**config.mk**
```make
export PLATFORM = sky130hd
export DESIGN_NAME = base85_stream_decoder
export DESIGN_NICKNAME = d
export VERILOG_FILES = /design/src/sv/b85dec_pkg.sv /design/src/sv/b85dec_core.sv /design/src/sv/b85dec_obuf.sv /design/src/sv/base85_stream_decoder.sv
export SDC_FILE = /design/constraint.sdc
export NUM_CORES = 1
export LEC_CHECK = 0
export BUFFER_PORTS_ARGS = -buffer_cell sky130_fd_sc_hd__buf_2
export CORE_UTILIZATION = 67
export CTS_CLUSTER_DIAMETER = 80
export DETAILED_ROUTE_END_ITERATION = 6
export HOLD_SLACK_MARGIN = 0.06
export PLACE_DENSITY = 0.86
export SETUP_SLACK_MARGIN = 0.15
export SLEW_MARGIN = 20
export SYNTH_ARGS = -nofsm -noshare
export SYNTH_HDL_FRONTEND = slang
export SYNTH_SLANG_ARGS = --single-unit
```
**constraint.sdc**
```tcl
create_clock -name aclk -period 12.9 [get_ports aclk]
set_clock_uncertainty 0.2 [all_clocks]
set_input_delay 1.935 -clock aclk [delete_from_list [all_inputs] [get_ports aclk]]
set_output_delay 1.935 -clock aclk [all_outputs]
set_load 0.02 [all_outputs]
```
**src/sv/b85dec_pkg.sv**
```systemverilog
`timescale 1ns / 1ps
// Shared types, constants and the character-to-digit map of the base85 decoder.
// No dependencies; imported by every other file.
package b85dec_pkg;

    localparam int CHAR_W  = 8;
    localparam int WORD_W  = 32;
    localparam int DIGIT_W = 7;
    localparam int CNT_W   = 3;

    localparam logic [DIGIT_W-1:0] B85_BASE  = 7'd85;
    localparam logic [CNT_W-1:0]   GROUP_END = 3'd4;   // index of the fifth digit
    localparam logic [CHAR_W-1:0]  CHAR_NUL  = 8'h00;
    localparam logic [CHAR_W-1:0]  CHAR_END  = 8'h5D;  // ']'

    typedef struct packed {
        logic               bad;
        logic [DIGIT_W-1:0] digit;
    } digit_t;

    typedef struct packed {
        logic [WORD_W-1:0] word;
        logic              is_end;
        logic              bad_digit;
    } result_t;

    // RFC 1924 alphabet; characters outside it map to digit 0 with bad set
    function automatic digit_t char_to_digit(input logic [CHAR_W-1:0] c);
        digit_t r;
        r.bad   = 1'b0;
        r.digit = '0;
        if (c >= 8'h30 && c <= 8'h39) begin
            r.digit = DIGIT_W'(c - 8'h30);
        end else if (c >= 8'h41 && c <= 8'h5A) begin
            r.digit = DIGIT_W'(c - 8'h37);
        end else if (c >= 8'h61 && c <= 8'h7A) begin
            r.digit = DIGIT_W'(c - 8'h3D);
        end else begin
            case (c)
                8'h21: r.digit = 7'd62;
                8'h23: r.digit = 7'd63;
                8'h24: r.digit = 7'd64;
                8'h25: r.digit = 7'd65;
                8'h26: r.digit = 7'd66;
                8'h28: r.digit = 7'd67;
                8'h29: r.digit = 7'd68;
                8'h2A: r.digit = 7'd69;
                8'h2B: r.digit = 7'd70;
                8'h2D: r.digit = 7'd71;
                8'h3B: r.digit = 7'd72;
                8'h3C: r.digit = 7'd73;
                8'h3D: r.digit = 7'd74;
                8'h3E: r.digit = 7'd75;
                8'h3F: r.digit = 7'd76;
                8'h40: r.digit = 7'd77;
                8'h5E: r.digit = 7'd78;
                8'h5F: r.digit = 7'd79;
                8'h60: r.digit = 7'd80;
                8'h7B: r.digit = 7'd81;
                8'h7C: r.digit = 7'd82;
                8'h7D: r.digit = 7'd83;
                8'h7E: r.digit = 7'd84;
                default: r.bad = 1'b1;
            endcase
        end
        return r;
    endfunction

endpackage

```
**src/sv/b85dec_core.sv**
```systemverilog
`timescale 1ns / 1ps
// Group accumulator: digit map, multiply-by-85 accumulate and group framing.
// Depends on b85dec_pkg.
module b85dec_core import b85dec_pkg::*; (
    input  logic              aclk,
    input  logic              aresetn,
    input  logic              char_vld,
    input  logic [CHAR_W-1:0] char_in,
    output logic              res_vld,
    output result_t           res
);

    logic [WORD_W-1:0] acc_reg, acc_next;
    logic [CNT_W-1:0]  cnt_reg, cnt_next;
    logic              err_reg, err_next;
    digit_t            dg;
    logic [WORD_W-1:0] mac;
    logic              err_acc;

    assign dg      = char_to_digit(char_in);
    assign mac     = acc_reg * WORD_W'(B85_BASE) + WORD_W'(dg.digit);
    assign err_acc = err_reg | dg.bad;

    always_comb begin
        acc_next = acc_reg;
        cnt_next = cnt_reg;
        err_next = err_reg;
        res_vld  = 1'b0;
        res      = '0;
        if (char_vld) begin
            if (cnt_reg == '0 && char_in == CHAR_NUL) begin
                // skipped between groups
            end else if (cnt_reg == '0 && char_in == CHAR_END) begin
                res_vld    = 1'b1;
                res.is_end = 1'b1;
                acc_next   = '0;
                err_next   = 1'b0;
            end else if (cnt_reg >= GROUP_END) begin
                res_vld       = 1'b1;
                res.word      = mac;
                res.bad_digit = err_acc;
                acc_next      = '0;
                cnt_next      = '0;
                err_next      = 1'b0;
            end else begin
                acc_next = mac;
                cnt_next = cnt_reg + 1'b1;
                err_next = err_acc;
            end
        end
    end

    always_ff @(posedge aclk) begin
        if (!aresetn) begin
            acc_reg <= '0;
            cnt_reg <= '0;
            err_reg <= 1'b0;
        end else begin
            acc_reg <= acc_next;
            cnt_reg <= cnt_next;
            err_reg <= err_next;
        end
    end

endmodule

```
**src/sv/b85dec_obuf.sv**
```systemverilog
`timescale 1ns / 1ps
// Output register plus skid entry; ready toward the input comes from a flop.
// Depends on b85dec_pkg.
module b85dec_obuf import b85dec_pkg::*; (
    input  logic    aclk,
    input  logic    aresetn,
    input  logic    push,
    input  result_t push_data,
    output logic    room,
    output logic    out_vld,
    input  logic    out_rdy,
    output result_t out_data
);

    logic    out_vld_reg, skid_vld_reg;
    result_t out_reg, skid_reg;
    logic    pop;

    assign pop      = out_vld_reg & out_rdy;
    assign room     = ~skid_vld_reg;
    assign out_vld  = out_vld_reg;
    assign out_data = out_reg;

    always_ff @(posedge aclk) begin
        if (!aresetn) begin
            out_vld_reg  <= 1'b0;
            skid_vld_reg <= 1'b0;
        end else if (skid_vld_reg) begin
            if (pop) begin
                skid_vld_reg <= 1'b0;
            end
        end else if (push) begin
            if (!out_vld_reg || pop) begin
                out_vld_reg <= 1'b1;
            end else begin
                skid_vld_reg <= 1'b1;
            end
        end else if (pop) begin
            out_vld_reg <= 1'b0;
        end
    end

    always_ff @(posedge aclk) begin
        if (skid_vld_reg) begin
            if (pop) begin
                out_reg <= skid_reg;
            end
        end else if (push) begin
            if (!out_vld_reg || pop) begin
                out_reg <= push_data;
            end else begin
                skid_reg <= push_data;
            end
        end
    end

endmodule

```
**src/sv/base85_stream_decoder.sv**
```systemverilog
`timescale 1ns / 1ps
// Base85 (RFC 1924 alphabet) stream decoder, one character per transaction.
// A completed result is registered into the output register, or into the skid entry while m_ is stalled.
// Throughput: one character per cycle while s_tready is high; the single 32x7 multiply-accumulate sets the path.
// Reset: synchronous on aresetn low; accumulator, digit count, error flag and
// output buffer clear, and s_tready is high in the first cycle after reset.
module base85_stream_decoder import b85dec_pkg::*; (
    input  logic              aclk,
    input  logic              aresetn,
    // input characters
    input  logic              s_tvalid,
    output logic              s_tready,
    input  logic [CHAR_W-1:0] s_tdata,   // [7:0] char_in
    // decoded words
    output logic              m_tvalid,
    input  logic              m_tready,
    output logic [WORD_W-1:0] m_tdata,   // [31:0] word
    output logic              m_tlast,   // is_end: closing bracket marker, word is zero
    output logic              m_tuser    // [0] bad_digit
);

    logic    s_fire;
    logic    res_vld;
    result_t res;
    result_t out_data;

    // A transaction is taken whenever the skid entry is free, so the input
    // never waits on m_tready combinationally.
    assign s_fire = s_tvalid & s_tready;

    // Five characters build one word as acc*85+digit (mod 2^32). NUL between
    // groups is dropped; ']' between groups yields the end marker. A character
    // outside the alphabet counts as zero and flags the group's word.
    b85dec_core u_core (
        .aclk     (aclk),
        .aresetn  (aresetn),
        .char_vld (s_fire),
        .char_in  (s_tdata),
        .res_vld  (res_vld),
        .res      (res)
    );

    // Result register with one skid entry: holds a finished word while the
    // next character is accepted.
    b85dec_obuf u_obuf (
        .aclk      (aclk),
        .aresetn   (aresetn),
        .push      (res_vld),
        .push_data (res),
        .room      (s_tready),
        .out_vld   (m_tvalid),
        .out_rdy   (m_tready),
        .out_data  (out_data)
    );

    assign m_tdata = out_data.word;
    assign m_tlast = out_data.is_end;
    assign m_tuser = out_data.bad_digit;

    // Input stalls only when both buffer entries hold results.
    a_stall_has_data: assert property (@(posedge aclk) disable iff (!aresetn)
        !s_tready |-> m_tvalid)
        else $error("s_tready low with no pending result");

    // The end marker carries a zero word and no error flag.
    a_end_clean: assert property (@(posedge aclk) disable iff (!aresetn)
        (m_tvalid && m_tlast) |-> (m_tdata == '0 && !m_tuser))
        else $error("end marker with nonzero word or error flag");

    // A full buffer with no drain stays full.
    a_full_holds: assert property (@(posedge aclk) disable iff (!aresetn)
        (!s_tready && !m_tready) |=> !s_tready)
        else $error("skid entry lost while output stalled");

endmodule

```
==> impl_metrics.py <==
metrics = {
    "floorplan": {
        "io_pins": 48,
        "fp-row-count": 42,
        "die_area_um2": 13960,
        "die_h_um": 118.2,
        "start_util_pct": 68.54,
        "die_w_um": 118.2,
        "coreArea_um2": 13190,
    },
    "global_route": {
        "antenna_found_initial": 0,
        "grt_pass1_vias": 6931,
        "grt_start_max_net_pins": 38,
        "grt.overflow.total": 0,
        "globalRouteTotalUtil_pct": 32.21,
        "grt_pass1_wl_mm": 35.05,
    },
    "cells_and_area": {
        "fin_util_pct": 73.64,
        "area_growth_pct": 7.432,
        "layout-drive-gt1-share_pct": 9.146,
        "layout_commonest_cell": "inv_1",
        "antenna_cells": 0,
        "final_cell_mix": "157 x inv_1, 103 x ha_1, 68 x nand2_1, 68 x edfxtp_1, 56 x fa_1",
        "nets": 1150,
    },
    "synth": {
        "synth-edff-count": 68,
        "yosys.area.top_type_share_pct": 22.59,
        "synthesis.area_um2": 9041,
        "synth_nets": 1121,
        "avgSynthCellArea_um2": 9.517,
        "synth_cells": 950,
        "ys_seq_area_share_pct": 31.00,
        "synth.ff_latch_count": 106,
        "ys_top_cells_by_area": "edfxtp_1 23%, ha_1 14%, fa_1 12%",
        "yosys.area.top_type": "edfxtp_1",
        "synth_cell_types": 71,
        "synthArstFlopShare_pct": 0,
        "ys.flop_type": "edfxtp_1",
        "yosys_warnings": 0,
    },
    "pwr": {
        "leakagePower_nw": 4.483,
        "power.density_nw_per_um2": 227.2,
        "ir_drop_v": 0.0001686,
    },
    "job": {
        "cap_violations": 0,
    },
    "critical_path": {
        "crit_start": "s_tdata[1]",
        "crit_arrival_ps": 7410,
        "critPathKind": "in2reg",
        "worstReg2RegStart": "u_core.acc_reg[3]",
        "required_ps": 12790,
        "crit_path_start_kind": "input pin",
        "setup.worst_path.end_class": "register",
        "path_max_fanout": 12,
    },
    "cts": {
        "clockBufferDepth": 2,
        "ctsHoldBuffers": 0,
        "path_clk_slew_ps": 70,
        "clock-sinks": 106,
        "ctsHtreeMaxLevel": 3,
        "cts_tree": "built",
        "ctsResizeCount": 0,
        "post_cts_buffers": 0,
        "worstSkewPairLatency_ps": 350,
        "root_buffer": "clkbuf_16",
        "cts_buffers": 9,
    },
    "sta": {
        "fin_crit_sh_pct": 58.29,
        "setup_violations": 0,
        "setup_tns_ps": 0,
        "layout_min_cycle_time_ps": 7520,
        "drv_slew": 0,
        "slew_headroom_pct": 43.98,
        "worst_slew_pin_slew_ps": 840.3,
        "fmax_mhz": 133.0,
        "rsz0062_at_grt": "false",
        "finalHoldViolations": 0,
    },
    "worst_hold_path": {
        "hp-start": "u_core.acc_reg[30]",
        "min_path_type": "reg2reg",
    },
    "detailed_routing": {
        "dr.pass1.iters": 6,
        "vias": 7004,
        "postRouteAntennaNets": 0,
        "drt_iter0_drc": 689,
        "viasPerCell": 6.038,
        "wl_mm": 21.59,
        "drc": 0,
        "routedWlPerCell_um": 18.61,
    },
    "place": {
        "port_buffers": 47,
        "dp_hpwl_mm": 16.62,
        "gp_congestion": 0.9645,
    },
    "outcome": {
        "status": "finished, final reports clean",
    },
}
-- area by class of cell --
type / instances / area, um2
multi-input cells: 654 / 5517
fillers: 940 / 3477
clock inverters: 6 / 60.06
clock buffers: 10 / 239.0
repair buffers: 51 / 285.3
flip-flops and latches: 106 / 2803
well taps: 176 / 220.2
inverters: 157 / 589.3
-- path summary, 6_finish.rpt --
kind | endpoint | slack (ps) | depth (start not counted)
setup / recovery | u_obuf.out_data[33] | 5380 | 22
hold / removal | u_core.acc_reg[30] | 300 | 2
setup reg to reg | u_obuf.out_data[33] | 8080 | 14
hold reg to reg | u_core.acc_reg[30] | 300 | 2
-- stage by stage --
stage / power, mW / setup WS, ps / cells / instance area [um2] / hold WS (ps)
2_1_floorplan: 1.538 / 5798 / 950 / 9041 / 242.1
5_1_grt: 2.410 / 5068 / 1160 / 9713 / 317.7
3_3_place_gp: 1.859 / 5216 / 1143 / 9384 / 273.9
3_5_place_dp: 1.911 / 5097 / 1143 / 9384 / 292.1
6_report: 2.207 / 5380 / 1160 / 9713 / 300.2
4_1_cts: 2.191 / 5448 / 1159 / 9683 / 301.7
-- worst max-delay path, cell delays in order --
cell and delay, ps:
buf_2 190, inv_1 100, ha_1 330, or4b_4 620
a21oi_2 150, a311o_2 250, nand4_2 160, o221ai_1 190
o221ai_1 150, ha_1 310, fa_1 490, inv_1 60
fa_1 520, inv_1 40, ha_1 330, o211ai_1 120
o21ai_2 320, a211oi_1 180, a211oi_2 430, a211oi_2 140
xnor2_1 300, o21ai_1 90
-- synth_stat cells, drive strengths merged (7+ instances only) --
master / n
nor3: 18
inv: 157
a22oi: 12
clkbuf: 20
fa: 56
o211ai: 10
dfxtp: 38
a21o: 26
nand2b: 10
nor2: 47
o21ai: 55
xnor2: 22
nor2b: 21
a21oi: 50
and2: 24
buf: 13
xor2: 17
edfxtp: 68
a22o: 17
nand3: 16
ha: 103
nand4: 7
nand2: 69
-- cell families after synthesis --
| kind of cell | Yosys count | share of synthesized area [%] |
|---|---|---|
| xor gates and xnor gates | 39 | 3.778 |
| and+or+nand+nor | 232 | 13.05 |
| adders and majority gates | 159 | 26.65 |
| AOI/OAI and AO/OA | 218 | 16.69 |
| DFF | 106 | 31.00 |
| muxes | 6 | 0.6919 |
| buffers and inverters | 190 | 8.137 |
-- power breakdown --
group          internal, mW  switching, mW  total (mW)  leakage, nW
Sequential            0.394         0.0690       0.463        0.867
Combinational         0.536          0.937        1.47         3.48
Clock                 0.140          0.131       0.271        0.140
-- metal layers --
metal,up-vias,wire (um),GRT usage (%)
met5,-,0,0
met4,0,458,9.856
met3,34,1721,6.226
met2,304,9945,51.36
met1,3369,9464,44.59
li1,3297,-,-
Note: power is estimated with default switching activity, not from simulation.
